--- src/rtl/core/arq_pkg.sv ---
// Types and constants shared by the stop-and-wait ARQ endpoint.
package arq_pkg;

	localparam int unsigned HEADER_BYTES  = 10;
	localparam int unsigned MAX_PAYLOAD   = 500;
	localparam int unsigned LEN_MAX       = 511;
	localparam int unsigned TIMEOUT_RESET = 1000;
	localparam int unsigned QUEUE_DEPTH   = 2;

	typedef enum logic [1:0] {
		ACT_TICK   = 2'd0,
		ACT_PACKET = 2'd1,
		ACT_SEND   = 2'd2,
		ACT_NONE   = 2'd3
	} action_t;

	typedef enum logic [2:0] {
		CMD_NONE    = 3'd0,
		CMD_DELIVER = 3'd1,
		CMD_REACK   = 3'd2,
		CMD_SEND    = 3'd3,
		CMD_RETX    = 3'd4,
		CMD_PAUSE   = 3'd5,
		CMD_RESUME  = 3'd6
	} cmd_t;

	// Event classes as decided by the front end, independent of link state.
	typedef enum logic [2:0] {
		EV_NONE,
		EV_TICK,
		EV_DATA,
		EV_ACK,
		EV_SEND,
		EV_SEND_EMPTY
	} ev_kind_t;

	typedef struct packed {
		ev_kind_t   kind;
		logic       seq_bit;
		logic [8:0] len;
	} event_t;

endpackage

--- src/rtl/core/arq_in_if.sv ---
// Request channel carrying link and timer events into the endpoint.
interface arq_in_if;
	logic        valid;
	logic        ready;
	logic [1:0]  action;
	logic        pkt_is_ack;
	logic        checksum_ok;
	logic [15:0] pkt_seq;
	logic [15:0] pkt_ack;
	logic [8:0]  app_len;

	modport source (
		output valid, action, pkt_is_ack, checksum_ok, pkt_seq, pkt_ack, app_len,
		input  ready
	);
	modport sink (
		input  valid, action, pkt_is_ack, checksum_ok, pkt_seq, pkt_ack, app_len,
		output ready
	);
endinterface

--- src/rtl/core/arq_out_if.sv ---
// Request channel carrying commands out of the endpoint.
interface arq_out_if;
	logic       valid;
	logic       ready;
	logic [2:0] command;
	logic       seq_out;
	logic [8:0] length_out;

	modport source (
		output valid, command, seq_out, length_out,
		input  ready
	);
	modport sink (
		input  valid, command, seq_out, length_out,
		output ready
	);
endinterface

--- src/rtl/core/arq_front.sv ---
// Front end: accepts event requests and classifies them without touching link state.
module arq_front (
	arq_in_if.sink           events,
	input  logic             room,
	output logic             push,
	output arq_pkg::event_t  push_data
);

	localparam logic [10:0] MaxPay  = 11'(arq_pkg::MAX_PAYLOAD);
	localparam logic [11:0] Header  = 12'(arq_pkg::HEADER_BYTES);
	localparam logic [11:0] LenMax  = 12'(arq_pkg::LEN_MAX);

	logic [10:0] app_ext;
	logic [10:0] pay;
	logic [11:0] frame_len;

	assign events.ready = room;
	assign push         = events.valid && room;

	// Payload is capped first, then the header is added and the sum saturates.
	assign app_ext   = 11'(events.app_len);
	assign pay       = (app_ext > MaxPay) ? MaxPay : app_ext;
	assign frame_len = 12'(pay) + Header;

	always_comb begin
		push_data.kind    = arq_pkg::EV_NONE;
		push_data.seq_bit = 1'b0;
		push_data.len     = (frame_len > LenMax) ? LenMax[8:0] : frame_len[8:0];
		case (events.action)
			arq_pkg::ACT_TICK: begin
				push_data.kind = arq_pkg::EV_TICK;
			end
			arq_pkg::ACT_PACKET: begin
				if (events.checksum_ok) begin
					if (!events.pkt_is_ack) begin
						if (events.pkt_seq[15:1] == 15'd0) begin
							push_data.kind    = arq_pkg::EV_DATA;
							push_data.seq_bit = events.pkt_seq[0];
						end
					end else if (events.pkt_ack[15:1] == 15'd0) begin
						push_data.kind    = arq_pkg::EV_ACK;
						push_data.seq_bit = events.pkt_ack[0];
					end
				end
			end
			arq_pkg::ACT_SEND: begin
				push_data.kind = (events.app_len == 9'd0) ? arq_pkg::EV_SEND_EMPTY
				                                          : arq_pkg::EV_SEND;
			end
			default: begin
				push_data.kind = arq_pkg::EV_NONE;
			end
		endcase
	end

endmodule

--- src/rtl/core/arq_queue.sv ---
// Short first-in first-out queue of classified events between front and back end.
module arq_queue (
	input  logic             clk,
	input  logic             arst_n,
	input  logic             push,
	input  arq_pkg::event_t  push_data,
	output logic             room,
	input  logic             pop,
	output logic             pop_valid,
	output arq_pkg::event_t  pop_data
);

	localparam int PW = (arq_pkg::QUEUE_DEPTH > 1) ? $clog2(arq_pkg::QUEUE_DEPTH) : 1;
	localparam int CW = $clog2(arq_pkg::QUEUE_DEPTH + 1);
	localparam logic [PW-1:0] LastPtr = PW'(arq_pkg::QUEUE_DEPTH - 1);
	localparam logic [CW-1:0] Depth   = CW'(arq_pkg::QUEUE_DEPTH);
	localparam logic [CW-1:0] OneItem = CW'(1);

	arq_pkg::event_t entry_q [arq_pkg::QUEUE_DEPTH];
	logic [PW-1:0]   wr_ptr_q;
	logic [PW-1:0]   rd_ptr_q;
	logic [CW-1:0]   count_q;

	assign room      = (count_q != Depth);
	assign pop_valid = (count_q != '0);
	assign pop_data  = entry_q[rd_ptr_q];

	always_ff @(posedge clk or negedge arst_n) begin
		if (!arst_n) begin
			wr_ptr_q <= '0;
			rd_ptr_q <= '0;
			count_q  <= '0;
		end else begin
			if (push) begin
				wr_ptr_q <= (wr_ptr_q == LastPtr) ? '0 : wr_ptr_q + 1'b1;
			end
			if (pop && pop_valid) begin
				rd_ptr_q <= (rd_ptr_q == LastPtr) ? '0 : rd_ptr_q + 1'b1;
			end
			if (push && !(pop && pop_valid)) begin
				count_q <= count_q + OneItem;
			end else if (!push && pop && pop_valid) begin
				count_q <= count_q - OneItem;
			end
		end
	end

	always_ff @(posedge clk) begin
		if (push) begin
			entry_q[wr_ptr_q] <= push_data;
		end
	end

endmodule

--- src/rtl/core/arq_back.sv ---
// Back end: holds the link state, executes classified events and registers the command.
module arq_back (
	input  logic             clk,
	input  logic             arst_n,
	input  logic             cfg_we,
	input  logic [23:0]      cfg_wdata,
	input  logic             pop_valid,
	input  arq_pkg::event_t  pop_data,
	output logic             pop,
	arq_out_if.source        commands
);

	logic [23:0]   timeout_q;
	logic          send_bit_q;
	logic          expect_bit_q;
	logic          awaiting_ack_q;
	logic [23:0]   retry_countdown_q;
	logic [8:0]    held_length_q;

	logic          out_valid_q;
	arq_pkg::cmd_t command_q;
	logic          seq_out_q;
	logic [8:0]    length_out_q;

	logic [23:0]   reload;
	arq_pkg::cmd_t cmd_d;
	logic          seq_d;
	logic [8:0]    len_d;
	logic          send_bit_d;
	logic          expect_bit_d;
	logic          awaiting_ack_d;
	logic [23:0]   retry_countdown_d;
	logic [8:0]    held_length_d;

	// An event is executed whenever the output register is free or being emptied.
	assign pop    = pop_valid && (!out_valid_q || commands.ready);
	assign reload = (timeout_q == 24'd0) ? 24'd1 : timeout_q;

	always_comb begin
		cmd_d             = arq_pkg::CMD_NONE;
		seq_d             = 1'b0;
		len_d             = 9'd0;
		send_bit_d        = send_bit_q;
		expect_bit_d      = expect_bit_q;
		awaiting_ack_d    = awaiting_ack_q;
		retry_countdown_d = retry_countdown_q;
		held_length_d     = held_length_q;
		case (pop_data.kind)
			arq_pkg::EV_TICK: begin
				if (awaiting_ack_q) begin
					if (retry_countdown_q[23:1] != 23'd0) begin
						retry_countdown_d = retry_countdown_q - 24'd1;
					end else begin
						retry_countdown_d = reload;
						cmd_d             = arq_pkg::CMD_RETX;
						seq_d             = send_bit_q;
						len_d             = held_length_q;
					end
				end
			end
			arq_pkg::EV_DATA: begin
				// A sequence bit other than the expected one is the previous frame again.
				if (pop_data.seq_bit == expect_bit_q) begin
					cmd_d        = arq_pkg::CMD_DELIVER;
					expect_bit_d = ~expect_bit_q;
				end else begin
					cmd_d = arq_pkg::CMD_REACK;
				end
				seq_d = pop_data.seq_bit;
			end
			arq_pkg::EV_ACK: begin
				if (awaiting_ack_q && (pop_data.seq_bit == send_bit_q)) begin
					cmd_d             = arq_pkg::CMD_RESUME;
					seq_d             = send_bit_q;
					awaiting_ack_d    = 1'b0;
					retry_countdown_d = 24'd0;
					send_bit_d        = ~send_bit_q;
				end
			end
			arq_pkg::EV_SEND: begin
				if (awaiting_ack_q) begin
					cmd_d = arq_pkg::CMD_PAUSE;
					seq_d = send_bit_q;
				end else begin
					cmd_d             = arq_pkg::CMD_SEND;
					seq_d             = send_bit_q;
					len_d             = pop_data.len;
					held_length_d     = pop_data.len;
					awaiting_ack_d    = 1'b1;
					retry_countdown_d = reload;
				end
			end
			arq_pkg::EV_SEND_EMPTY: begin
				if (awaiting_ack_q) begin
					cmd_d = arq_pkg::CMD_PAUSE;
					seq_d = send_bit_q;
				end
			end
			default: begin
				cmd_d = arq_pkg::CMD_NONE;
			end
		endcase
	end

	always_ff @(posedge clk or negedge arst_n) begin
		if (!arst_n) begin
			timeout_q         <= 24'(arq_pkg::TIMEOUT_RESET);
			send_bit_q        <= 1'b1;
			expect_bit_q      <= 1'b1;
			awaiting_ack_q    <= 1'b0;
			retry_countdown_q <= 24'd0;
			held_length_q     <= 9'd0;
			out_valid_q       <= 1'b0;
		end else begin
			if (cfg_we) begin
				timeout_q <= cfg_wdata;
			end
			if (pop) begin
				send_bit_q        <= send_bit_d;
				expect_bit_q      <= expect_bit_d;
				awaiting_ack_q    <= awaiting_ack_d;
				retry_countdown_q <= retry_countdown_d;
				held_length_q     <= held_length_d;
				out_valid_q       <= 1'b1;
			end else if (commands.ready) begin
				out_valid_q <= 1'b0;
			end
		end
	end

	always_ff @(posedge clk) begin
		if (pop) begin
			command_q    <= cmd_d;
			seq_out_q    <= seq_d;
			length_out_q <= len_d;
		end
	end

	assign commands.valid      = out_valid_q;
	assign commands.command    = command_q;
	assign commands.seq_out    = seq_out_q;
	assign commands.length_out = length_out_q;

	a_idle_no_countdown: assert property (@(posedge clk) disable iff (!arst_n)
		!awaiting_ack_q |-> (retry_countdown_q == 24'd0))
		else $error("retry countdown running while no ack is awaited");

	a_held_frame_has_header: assert property (@(posedge clk) disable iff (!arst_n)
		awaiting_ack_q |-> (held_length_q >= 9'(arq_pkg::HEADER_BYTES)))
		else $error("held frame shorter than its header while awaiting ack");

	a_resume_ends_wait: assert property (@(posedge clk) disable iff (!arst_n)
		(out_valid_q && (command_q == arq_pkg::CMD_RESUME)) |-> !awaiting_ack_q)
		else $error("resume shown while still awaiting ack");

	a_send_starts_wait: assert property (@(posedge clk) disable iff (!arst_n)
		(out_valid_q && (command_q == arq_pkg::CMD_SEND))
		|-> (awaiting_ack_q && (held_length_q == length_out_q)))
		else $error("send shown without a matching held frame");

endmodule

--- src/rtl/core/stop_and_wait_arq_endpoint.sv ---
// Stop-and-wait ARQ endpoint: classifies link and timer events, keeps the
// alternating-bit sender and receiver state and answers each event request with
// exactly one command request. It takes one event per clock cycle and gives
// one command per cycle while the command side is ready; an event is held in
// the event queue register, then its command in the command output register.
// The two-entry event queue holds up to two events while the command side
// stalls. The timeout register may be written only while no event is in flight.
module stop_and_wait_arq_endpoint (
	input  logic        clk,
	input  logic        arst_n,
	input  logic        cfg_we,
	input  logic [23:0] cfg_wdata,
	arq_in_if.sink      events,
	arq_out_if.source   commands
);

	logic            push;
	logic            room;
	logic            pop;
	logic            pop_valid;
	arq_pkg::event_t push_data;
	arq_pkg::event_t pop_data;

	arq_front u_front (
		.events    (events),
		.room      (room),
		.push      (push),
		.push_data (push_data)
	);

	arq_queue u_queue (
		.clk       (clk),
		.arst_n    (arst_n),
		.push      (push),
		.push_data (push_data),
		.room      (room),
		.pop       (pop),
		.pop_valid (pop_valid),
		.pop_data  (pop_data)
	);

	arq_back u_back (
		.clk       (clk),
		.arst_n    (arst_n),
		.cfg_we    (cfg_we),
		.cfg_wdata (cfg_wdata),
		.pop_valid (pop_valid),
		.pop_data  (pop_data),
		.pop       (pop),
		.commands  (commands)
	);

endmodule
--- src/flat_wrapper.sv ---
// flat-port wrapper written by rule: the top's interface ports become plain ports
module stop_and_wait_arq_endpoint_flat 
  (clk, arst_n, cfg_we, cfg_wdata, events_valid, events_action, events_pkt_is_ack, events_checksum_ok, events_pkt_seq, events_pkt_ack, events_app_len, events_ready, commands_valid, commands_command, commands_seq_out, commands_length_out, commands_ready);
  arq_in_if events_i ();
  arq_out_if commands_i ();
  input  logic clk;
  input  logic arst_n;
  input  logic cfg_we;
  input  logic [23:0] cfg_wdata;
  input wire logic [$bits(events_i.valid)-1:0] events_valid;
  input wire logic [$bits(events_i.action)-1:0] events_action;
  input wire logic [$bits(events_i.pkt_is_ack)-1:0] events_pkt_is_ack;
  input wire logic [$bits(events_i.checksum_ok)-1:0] events_checksum_ok;
  input wire logic [$bits(events_i.pkt_seq)-1:0] events_pkt_seq;
  input wire logic [$bits(events_i.pkt_ack)-1:0] events_pkt_ack;
  input wire logic [$bits(events_i.app_len)-1:0] events_app_len;
  output wire logic [$bits(events_i.ready)-1:0] events_ready;
  output wire logic [$bits(commands_i.valid)-1:0] commands_valid;
  output wire logic [$bits(commands_i.command)-1:0] commands_command;
  output wire logic [$bits(commands_i.seq_out)-1:0] commands_seq_out;
  output wire logic [$bits(commands_i.length_out)-1:0] commands_length_out;
  input wire logic [$bits(commands_i.ready)-1:0] commands_ready;
  assign events_i.valid = events_valid;
  assign events_i.action = events_action;
  assign events_i.pkt_is_ack = events_pkt_is_ack;
  assign events_i.checksum_ok = events_checksum_ok;
  assign events_i.pkt_seq = events_pkt_seq;
  assign events_i.pkt_ack = events_pkt_ack;
  assign events_i.app_len = events_app_len;
  assign events_ready = events_i.ready;
  assign commands_valid = commands_i.valid;
  assign commands_command = commands_i.command;
  assign commands_seq_out = commands_i.seq_out;
  assign commands_length_out = commands_i.length_out;
  assign commands_i.ready = commands_ready;
  stop_and_wait_arq_endpoint u_core (.clk(clk), .arst_n(arst_n), .cfg_we(cfg_we), .cfg_wdata(cfg_wdata), .events(events_i), .commands(commands_i));
endmodule
--- config.mk ---
export PLATFORM = sky130hd
export DESIGN_NAME = stop_and_wait_arq_endpoint_flat
export DESIGN_NICKNAME = d
export VERILOG_FILES = /design/src/rtl/core/arq_pkg.sv /design/src/rtl/core/arq_in_if.sv /design/src/rtl/core/arq_out_if.sv /design/src/rtl/core/arq_front.sv /design/src/rtl/core/arq_queue.sv /design/src/rtl/core/arq_back.sv /design/src/rtl/core/stop_and_wait_arq_endpoint.sv /design/src/flat_wrapper.sv
export SDC_FILE = /design/constraint.sdc
export NUM_CORES = 1
export LEC_CHECK = 0
export BUFFER_PORTS_ARGS = -buffer_cell sky130_fd_sc_hd__buf_2
export CORE_UTILIZATION = 50
export DETAILED_ROUTE_END_ITERATION = 8
export GPL_TIMING_DRIVEN = 0
export HOLD_SLACK_MARGIN = 0.15
export PLACE_DENSITY = 0.72
export REMOVE_ABC_BUFFERS = 1
export SLEW_MARGIN = 5
export SYNTH_ARGS = -nofsm -noshare
export SYNTH_HDL_FRONTEND = slang
export SYNTH_HIERARCHICAL = 1
export SYNTH_SLANG_ARGS = --single-unit
--- constraint.sdc ---
create_clock -name clk -period 5.97 [get_ports clk]
set_input_delay 0.2985 -clock clk [delete_from_list [all_inputs] [get_ports clk]]
set_output_delay 0.2985 -clock clk [all_outputs]
set_load 0.01 [all_outputs]
==> summary.txt, run 1 <==
YOSYS
-------------------------------------------------------------------------------------
Library cell occupying the most area in the post-synthesis netlist       sky130_fd_sc_hd__dfrtp_1
Number of different library cells in the post-synthesis netlist                    60
Cell area after synthesis                                                    5220 um2
EDFF count, synth                                                                  39
Area fraction in and, or, nand and nor cells after synthesis                    15.4%
Sequential fraction of the synthesis area                                       53.8%
Synthesized flop and latch total                                                  104
Synthesized-area fraction occupied by ao, oa, aoi and oai cells                 14.9%
Dominant combinational cell family by area after synthesis               simple AND/OR/NAND/NOR gates
Gate count after technology mapping                                               455
Multiplexer share of the synthesized area                                       10.5%
Top cells by area in the synthesized netlist                             sky130_fd_sc_hd__dfrtp_1 (27%), sky130_fd_sc_hd__edfxtp_1 (22%), sky130_fd_sc_hd__mux2_2 (9.9%)
Area share of the largest cell type after synthesis                             27.3%
Average cell area after synthesis                                            11.5 um2
Number of warnings printed during yosys synthesis                                   6
Parity-gate share of the synthesized area counting xor and xnor cells           1.34%
Fraction of synthesis flops using an asynchronous set or reset pin              62.5%
Most instantiated flip-flop cell in the synthesis netlist                sky130_fd_sc_hd__dfrtp_1
Adder-Cell Fraction of Synth Area                                              0.720%

ROUTING
-------------------------------------------------------------------------------------
First-pass iteration count of the detailed router                                   5
Routed Antenna Nets                                                                 0
Total wire length                                                           11,600 um
Number of design rule violations left after detail routing                          0
Total number of vias                                                            3,996
Vias per inst                                                                    5.88
Starting DRT DRC Count                                                            286
Routed length per placed instance                                             17.1 um

PLACED DESIGN
-------------------------------------------------------------------------------------
Worst-case setup slack after placement                                        1.70 ns
Count of input and output buffers                                                  88
Count of placed standard cells including taps                                     651
HPWL after detailed placement                                                 7960 um
Final GP Congestion                                                             0.833

PWR
-------------------------------------------------------------------------------------
Net switching component of the power                                           818 uW
Pwr/cell area                                                              392 nW/um2
Sequential group share of total power                                           47.6%
Part of the power in the clock network                                          20.5%
Internal power                                                                1550 uW
Combinational power share                                                       31.9%
Sw Ratio                                                                        34.5%
Leakage component of the power                                             0.00239 uW
Largest voltage drop on the vdd net                                            339 uV

CRITICAL PATH
-------------------------------------------------------------------------------------
Family with the most delay on the worst path                             simple AND/OR/NAND/NOR gates
Worst-path maximum fanout                                                          18
Series of cell instances along the critical path                         mux2_2, or3b_2, nor2_1, o21a_1, nand3_2, o41ai_1, a221o_1
Crit start category                                                         flip-flop
Buffer and inverter count on the worst path                                         0
Critical Path AT                                                              4.64 ns
Slowest cell on the critical path                                        sky130_fd_sc_hd__nor2_1
Required time worst endpoint                                                  6.28 ns
Capturing element type of the critical path                                 flip-flop
Delay contributed by the slowest stage of the critical path                   0.80 ns
Type of the worst setup path                                             flip-flop to flip-flop

LAYOUT
-------------------------------------------------------------------------------------
Post-layout net count                                                             619
Fill cell instance count of the final layout                                      832
Most frequent cells in the layout                                        sky130_fd_sc_hd__buf_2 (87), sky130_fd_sc_hd__dfrtp_1 (57), sky130_fd_sc_hd__mux2_2 (46), sky130_fd_sc_hd__edfxtp_1 (39), sky130_fd_sc_hd__nor2_1 (31)
Proportion of layout cells with a drive suffix above 1                          30.7%
Most frequent standard cell in the layout excluding fill and tap cells   sky130_fd_sc_hd__buf_2
Final antenna diode count                                                           0
Share of the core filled with cells                                             60.7%
Area growth from synthesis to final layout                                      15.9%
Number of cells in the finished layout apart from fillers                         680

DIE
-------------------------------------------------------------------------------------
Die height                                                                     104 um
Number of rows created at floorplan                                                36
Initial core utilization                                                        52.4%
Placeable core region                                                        9950 um2
Die X-Extent                                                                   104 um
I/O pin total                                                                      89
Overall die area                                                           10,800 um2

CLOCK TREE
-------------------------------------------------------------------------------------
Insertion delay of the later-clocked pin in the worst-skew pair               0.37 ns
Hold-fix buffer count after cts                                                    13
CTS resizes                                                                         0
Total setup buffers inserted after CTS                                              0
CTS H-tree depth                                                                    3
Number of clock sinks seen by CTS                                                 104
Library cell used as clock root buffer                                   sky130_fd_sc_hd__clkbuf_8
CTS Buf Count                                                                       9
Worst-case clock buffer depth                                                       2
CTS tree                                                                          yes
Clock slew seen by the registers of the worst setup and hold paths            0.10 ns

GRT
-------------------------------------------------------------------------------------
Via count of the first global-routing pass                                      3,916
Wire length of the first global-routing pass                                19,400 um
Total grt overflow                                                                  0
Combined global-route utilization of all metal layers                           22.5%
Largest net degree at the start of global routing                                  66
Number of antenna violations at the first check in global routing                   0

JOB
-------------------------------------------------------------------------------------
Number of violations of the max-capacitance limit                                   0

STA
-------------------------------------------------------------------------------------
Maximum clock frequency                                                       231 MHz
Worst Skew                                                                  0.0105 ns
Setup repair after global routing missed its margin                                no
Max_slew headroom                                                               15.7%
Final Setup Violations                                                              0
Slew @ Worst Pin                                                              1.26 ns
Time the final worst path needs with I/O delays and setup                     4.33 ns
Final critical-path share of the clock period                                   72.5%
Final max-slew violation count                                                      0
Hold slack                                                                   0.170 ns
Final setup slack of the worst path                                           1.64 ns
Total Neg Setup Slack                                                            0 ns
Final Hold Vio Count                                                                0

WORST HOLD PATH
-------------------------------------------------------------------------------------
Hold Crit Class                                                          input pin to flip-flop

OUTCOME
-------------------------------------------------------------------------------------
Result of the run                                                        finished clean

==> worst reg2reg max path, cell delays in order (launching register included) <==
cell and delay, ns:
sky130_fd_sc_hd__dfrtp_1 0.78, sky130_fd_sc_hd__mux2_2 0.51, sky130_fd_sc_hd__or3b_2 0.60, sky130_fd_sc_hd__nor2_1 0.80
sky130_fd_sc_hd__o21a_1 0.69, sky130_fd_sc_hd__nand3_2 0.37, sky130_fd_sc_hd__o41ai_1 0.36, sky130_fd_sc_hd__a221o_1 0.16
==> final cells by class <==
cell class                      instances  area (um2)  area share, %
Sequential cell                       104        2810           46.4
Multi-Input combinational cell        318        2240           37.1
Timing Repair Buffer                  102         584           9.67
Tap cell                              133         166           2.75
Clock buffer                           11         131           2.17
Clock inverter                          5        88.8           1.47
Inverter                                7        26.3          0.435
==> state kept, by name, summed over array words and instances (netlist names) <==
signal                             cells
u_core/u_back/commands.seq_out         1
u_core/u_queue/entry_q                26
u_core/u_queue/rd_ptr_q                1
u_core/u_queue/wr_ptr_q                1
u_core/u_back/retry_countdown_q       24
u_core/u_back/held_length_q            9
u_core/u_back/send_bit_q               1
u_core/u_back/timeout_q               24
u_core/u_back/commands.command         3
u_core/u_back/commands.length_out      9
u_core/u_back/commands.valid           1
u_core/u_back/awaiting_ack_q           1
u_core/u_queue/count_q                 2
u_core/u_back/expect_bit_q             1
==> metrics by stage <==
step                total power (uW)  instance area [um2]
global route                    2510                 6040
finish                          2370                 6040
CTS                             2380                 6040
global placement                1850                 5680
detailed placement              1880                 5690
floorplan                       1630                 5070
==> power by group through the flow <==
stage | clock [uW] | combinational, uW | sequential, uW
floorplan | 0 | 513 | 1120
global placement | 0 | 716 | 1130
detailed placement | 0 | 747 | 1140
CTS | 496 | 756 | 1130
global route | 519 | 837 | 1160
finish | 485 | 755 | 1130
==> cell families after synthesis <==
kind of cell	Yosys count
compound gates	107
xor+xnor	8
fa+ha+maj	3
buf+inv	33
flops	104
mux	49
simple gates	151
==> routing by layer <==
layer  share of wire [%]  global-route usage, %  vias to the layer above
met2                  48                   36.6                      125
met4                 1.2                   5.51                        0
met3                 6.2                   5.51                       12
li1                    -                      -                     1917
met1                  44                   30.4                     1942
met5                   0                      0                        -
==> cells in the mapped netlist, types with 8 or more instances <==
library cell               number
sky130_fd_sc_hd__edfxtp_1      39
sky130_fd_sc_hd__a21oi_1       24
sky130_fd_sc_hd__nor4_1        21
sky130_fd_sc_hd__nor2_1        31
sky130_fd_sc_hd__a22o_1        11
sky130_fd_sc_hd__nand3_1       14
sky130_fd_sc_hd__o22ai_1        8
sky130_fd_sc_hd__dfstp_2        8
sky130_fd_sc_hd__a221o_1       13
sky130_fd_sc_hd__dfrtp_1       57
sky130_fd_sc_hd__nor3_1        12
sky130_fd_sc_hd__o21ai_0       14
sky130_fd_sc_hd__mux2_2        46
sky130_fd_sc_hd__clkbuf_1      16
sky130_fd_sc_hd__nand2_1       27
==> worst paths after layout <==
path,startpoint,end,slack [ns],depth (start not counted)
worst max register to register,u_core/u_queue/rd_ptr_q$_DFFE_PN0P_,u_core/u_back/retry_countdown_q[12]$_DFFE_PN0P_,1.64,7
min in group asynchronous,arst_n,u_core/u_back/retry_countdown_q[16]$_DFFE_PN0P_,0.56,2
worst min register to register,u_core/u_queue/wr_ptr_q$_DFFE_PN0P_,u_core/u_queue/wr_ptr_q$_DFFE_PN0P_,0.49,1
worst max-delay path,u_core/u_queue/rd_ptr_q$_DFFE_PN0P_,u_core/u_back/retry_countdown_q[12]$_DFFE_PN0P_,1.64,7
worst min-delay path,cfg_wdata[10],u_core/u_back/timeout_q[10]$_DFFE_PN0P_,0.17,2
max in group asynchronous,arst_n,u_core/u_back/retry_countdown_q[23]$_DFFE_PN0P_,4.85,2
No activity file was read; power rests on OpenSTA's default activity.
==> inputs of run 2 (changes only) <==
--- a/config.mk
+++ b/config.mk
@@ -10,7 +10,7 @@
 export DETAILED_ROUTE_END_ITERATION = 8
 export GPL_TIMING_DRIVEN = 0
 export HOLD_SLACK_MARGIN = 0.15
-export PLACE_DENSITY = 0.72
+export PLACE_DENSITY = 0.75
 export REMOVE_ABC_BUFFERS = 1
 export SLEW_MARGIN = 5
 export SYNTH_ARGS = -nofsm -noshare
==> constraint.sdc (replaced) <==
create_clock -name clk -period 3.6 [get_ports clk]
set_input_delay 0.18 -clock clk [delete_from_list [all_inputs] [get_ports clk]]
set_output_delay 0.18 -clock clk [all_outputs]
set_load 0.01 [all_outputs]
==> run 2 against run 1 <==
Net effect:
- sequential cell count is the same
- sequential share of layout area shrank 1.0 points
- global-route usage grew 0.82 points
- count of clock-buffer cells in the layout is the same
- critical path type unchanged
- largest cell class unchanged
==> summary.txt, run 2 (synthesis gave the netlist of run 1 again) <==
CRITICAL PATH
-------------------------------------------------------------------------------------
Worst-path maximum fanout                                                          14   was 18
Most Frequent Cell on Critical Path                                      sky130_fd_sc_hd__or4_1
Slowest cell on the critical path                                        sky130_fd_sc_hd__or4_4   was sky130_fd_sc_hd__nor2_1
Delay contributed by the slowest stage of the critical path                   0.69 ns   was 0.80 ns
Number of stages on the worst setup path                                            5   was 7
Capturing element type of the critical path                                 flip-flop   unchanged
Crit start category                                                         flip-flop   unchanged
Family with the most delay on the worst path                             simple AND/OR/NAND/NOR gates   unchanged
Series of cell instances along the critical path                         or4_1, or4_1, or4_4, nor3_2, a22o_1   was mux2_2, or3b_2, nor2_1, o21a_1, nand3_2, o41ai_1, a221o_1
Critical path destination                                                u_core/u_back/commands.length_out[1]$_DFFE_PP_   was u_core/u_back/retry_countdown_q[12]$_DFFE_PN0P_
Buffer and inverter count on the worst path                                         0   unchanged
Type of the worst setup path                                             flip-flop to flip-flop   unchanged
Slack of the worst reg-to-reg path                                            0.17 ns   was 1.64 ns
Worst r2r path cells                                                                5   was 7
Worst flop-to-flop path startpoint                                       u_core/u_back/retry_countdown_q[10]$_DFFE_PN0P_   was u_core/u_queue/rd_ptr_q$_DFFE_PN0P_
Critical Path Start                                                      u_core/u_back/retry_countdown_q[10]$_DFFE_PN0P_   was u_core/u_queue/rd_ptr_q$_DFFE_PN0P_
Endpoint of the lowest-slack register-to-register path                   u_core/u_back/commands.length_out[1]$_DFFE_PP_   was u_core/u_back/retry_countdown_q[12]$_DFFE_PN0P_
Critical Path AT                                                              3.66 ns   was 4.64 ns
Required time worst endpoint                                                  3.83 ns   was 6.28 ns

PWR
-------------------------------------------------------------------------------------
Sw Ratio                                                                        35.3%   was 34.5%
Leakage component of the power                                             0.00245 uW   was 0.00239 uW
Part of the power in the clock network                                          19.1%   was 20.5%
Pwr/cell area                                                              633 nW/um2   was 392 nW/um2
Sequential group share of total power                                           48.1%   was 47.6%
Total power                                                                   3910 uW   was 2370 uW
Internal power                                                                2530 uW   was 1550 uW
Combinational power share                                                       32.8%   was 31.9%
Largest voltage drop on the vdd net                                            523 uV   was 339 uV
Net switching component of the power                                          1380 uW   was 818 uW

LAYOUT
-------------------------------------------------------------------------------------
Largest registers ranked by flip-flop count                              u_core/u_queue/entry_q: 26 flops, u_core/u_back/retry_countdown_q: 24 flops, u_core/u_back/timeout_q: 24 flops   unchanged
Area growth from synthesis to final layout                                      18.5%   was 15.9%
Final antenna diode count                                                           0   unchanged
Number of cells in the finished layout apart from fillers                         694   was 680
Proportion of layout cells with a drive suffix above 1                          30.8%   was 30.7%
Final non-filler cell area                                                   6180 um2   was 6040 um2
Most frequent standard cell in the layout excluding fill and tap cells   sky130_fd_sc_hd__buf_2   unchanged
Register with the most flip-flops                                        u_core/u_queue/entry_q   unchanged
Most frequent cells in the layout                                        sky130_fd_sc_hd__buf_2 (87), sky130_fd_sc_hd__dfrtp_1 (56), sky130_fd_sc_hd__mux2_2 (46), sky130_fd_sc_hd__edfxtp_1 (39), sky130_fd_sc_hd__nor2_1 (30)   was sky130_fd_sc_hd__buf_2 (87), sky130_fd_sc_hd__dfrtp_1 (57), sky130_fd_sc_hd__mux2_2 (46), sky130_fd_sc_hd__edfxtp_1 (39), sky130_fd_sc_hd__nor2_1 (31)
Max FFs per register                                                               26   unchanged
Post-layout net count                                                             633   was 619

GRT
-------------------------------------------------------------------------------------
Number of antenna violations at the first check in global routing                   0   unchanged
Largest net degree at the start of global routing                                  66   unchanged
Via count of the first global-routing pass                                      4,055   was 3,916
Wire length of the first global-routing pass                                20,000 um   was 19,400 um
Combined global-route utilization of all metal layers                           23.3%   was 22.5%
Total grt overflow                                                                  0   unchanged

DIE
-------------------------------------------------------------------------------------
Initial core utilization                                                        52.4%   unchanged
Die X-Extent                                                                   104 um   unchanged
Placeable core region                                                        9950 um2   unchanged
I/O pin total                                                                      89   unchanged
Overall die area                                                           10,800 um2   unchanged
Die height                                                                     104 um   unchanged
Number of rows created at floorplan                                                36   unchanged

PLACED DESIGN
-------------------------------------------------------------------------------------
Post-place instance area                                                     5700 um2   was 5690 um2
Count of placed standard cells including taps                                     651   unchanged
HPWL after detailed placement                                                 7960 um   about the same
Count of input and output buffers                                                  88   unchanged
Final GP Congestion                                                             0.869   was 0.833

STA
-------------------------------------------------------------------------------------
Total Neg Setup Slack                                                            0 ns   unchanged
Final Setup Violations                                                              0   unchanged
Slew @ Worst Pin                                                              1.18 ns   was 1.26 ns
Final critical-path share of the clock period                                   95.3%   was 72.5%
Final max-slew violation count                                                      0   unchanged
Max_slew headroom                                                               21.4%   was 15.7%
Maximum clock frequency                                                       291 MHz   was 231 MHz
Setup repair after global routing missed its margin                                no   unchanged
Worst Skew                                                                  0.0112 ns   was 0.0105 ns
Time the final worst path needs with I/O delays and setup                     3.43 ns   was 4.33 ns
Final Hold Vio Count                                                                0   unchanged

OUTCOME
-------------------------------------------------------------------------------------
Result of the run                                                        finished clean   unchanged

CLOCK TREE
-------------------------------------------------------------------------------------
Worst-case clock buffer depth                                                       2   unchanged
CTS tree                                                                          yes   unchanged
CTS Buf Count                                                                       9   unchanged
CTS H-tree depth                                                                    3   unchanged
Clock slew seen by the registers of the worst setup and hold paths            0.09 ns   was 0.10 ns
Library cell used as clock root buffer                                   sky130_fd_sc_hd__clkbuf_8   unchanged
Number of clock sinks seen by CTS                                                 104   unchanged
Insertion delay of the later-clocked pin in the worst-skew pair               0.37 ns   about the same

ROUTING
-------------------------------------------------------------------------------------
Vias per inst                                                                    6.04   was 5.88
Total number of vias                                                            4,190   was 3,996
Routed Antenna Nets                                                                 0   unchanged
Total wire length                                                           12,000 um   was 11,600 um
First-pass iteration count of the detailed router                                   7   was 5
Number of design rule violations left after detail routing                          0   unchanged
Starting DRT DRC Count                                                            278   was 286
Routed length per placed instance                                             17.3 um   was 17.1 um

JOB
-------------------------------------------------------------------------------------
Number of violations of the max-capacitance limit                                   0   unchanged

WORST HOLD PATH
-------------------------------------------------------------------------------------
Hold Crit Class                                                          input pin to flip-flop   unchanged

-- run 2: cell type report --
class,instances,area (um2)
fillers,784,3770
inverters,7,26.3
multi-input cells,318,2250
well taps,133,166
repair buffers,116,728
flip-flops and latches,104,2810
clock inverters,5,61.3
clock buffers,11,141
-- run 2: worst min-delay path by stage --
| stage | start | to | slack (ns) | cells past startpoint |
|---|---|---|---|---|
| floorplan | arst_n | u_core/u_back/awaiting_ack_q$_DFFE_PN0P_ | -0.12 | 0 |
| global placement | cfg_wdata[11] | u_core/u_back/timeout_q[11]$_DFFE_PN0P_ | 0.41 | 2 |
| detailed placement | arst_n | u_core/u_back/awaiting_ack_q$_DFFE_PN0P_ | 0.34 | 1 |
| CTS | events_action[0] | u_core/u_queue/entry_q[0][12]$_DFFE_PP_ | 0.15 | 2 |
| global route | events_action[0] | u_core/u_queue/entry_q[0][12]$_DFFE_PP_ | 0.15 | 2 |
| finish | events_action[0] | u_core/u_queue/entry_q[0][12]$_DFFE_PP_ | 0.17 | 2 |
-- run 2: layer usage --
layer | global-route usage [%] | routed length (um) | vias to the layer above | part of all wire, %
met5 | 0 | 0 | - | 0
met4 | 7.24 | 192 | 0 | 1.6
met3 | 4.57 | 712 | 24 | 5.9
met2 | 39.1 | 6020 | 167 | 50
met1 | 30.6 | 5100 | 2056 | 42
li1 | - | - | 1943 | -
-- run 2: stage by stage --
step	utilization [%]	setup slack (ns)	hold slack, ns
after floorplan	-	0.317	-0.116
after global placement	57.0	-0.667	0.412
after detailed placement	57.2	-0.690	0.343
after CTS	62.0	0.0429	0.153
after global routing	62.1	0.0580	0.154
final	62.1	0.169	0.167
-- run 2: power groups by stage --
| stage | clock [uW] | combinational, uW | sequential, uW |
|---|---|---|---|
| after floorplan | 0 | 851 | 1850 |
| after global routing | 818 | 1410 | 1930 |
| after global placement | 0 | 1180 | 1880 |
| after CTS | 767 | 1270 | 1880 |
| after detailed placement | 0 | 1240 | 1890 |
| final | 746 | 1280 | 1880 |
-- run 2: timing repair --
item,4_1_cts,5_1_grt
setup buffers,0,0
endpoints found under the hold margin,84,0
gates cloned,0,0
resized for setup,3,1
setup endpoints to repair,32,7
hold buffers,27,0
pin swaps,0,0
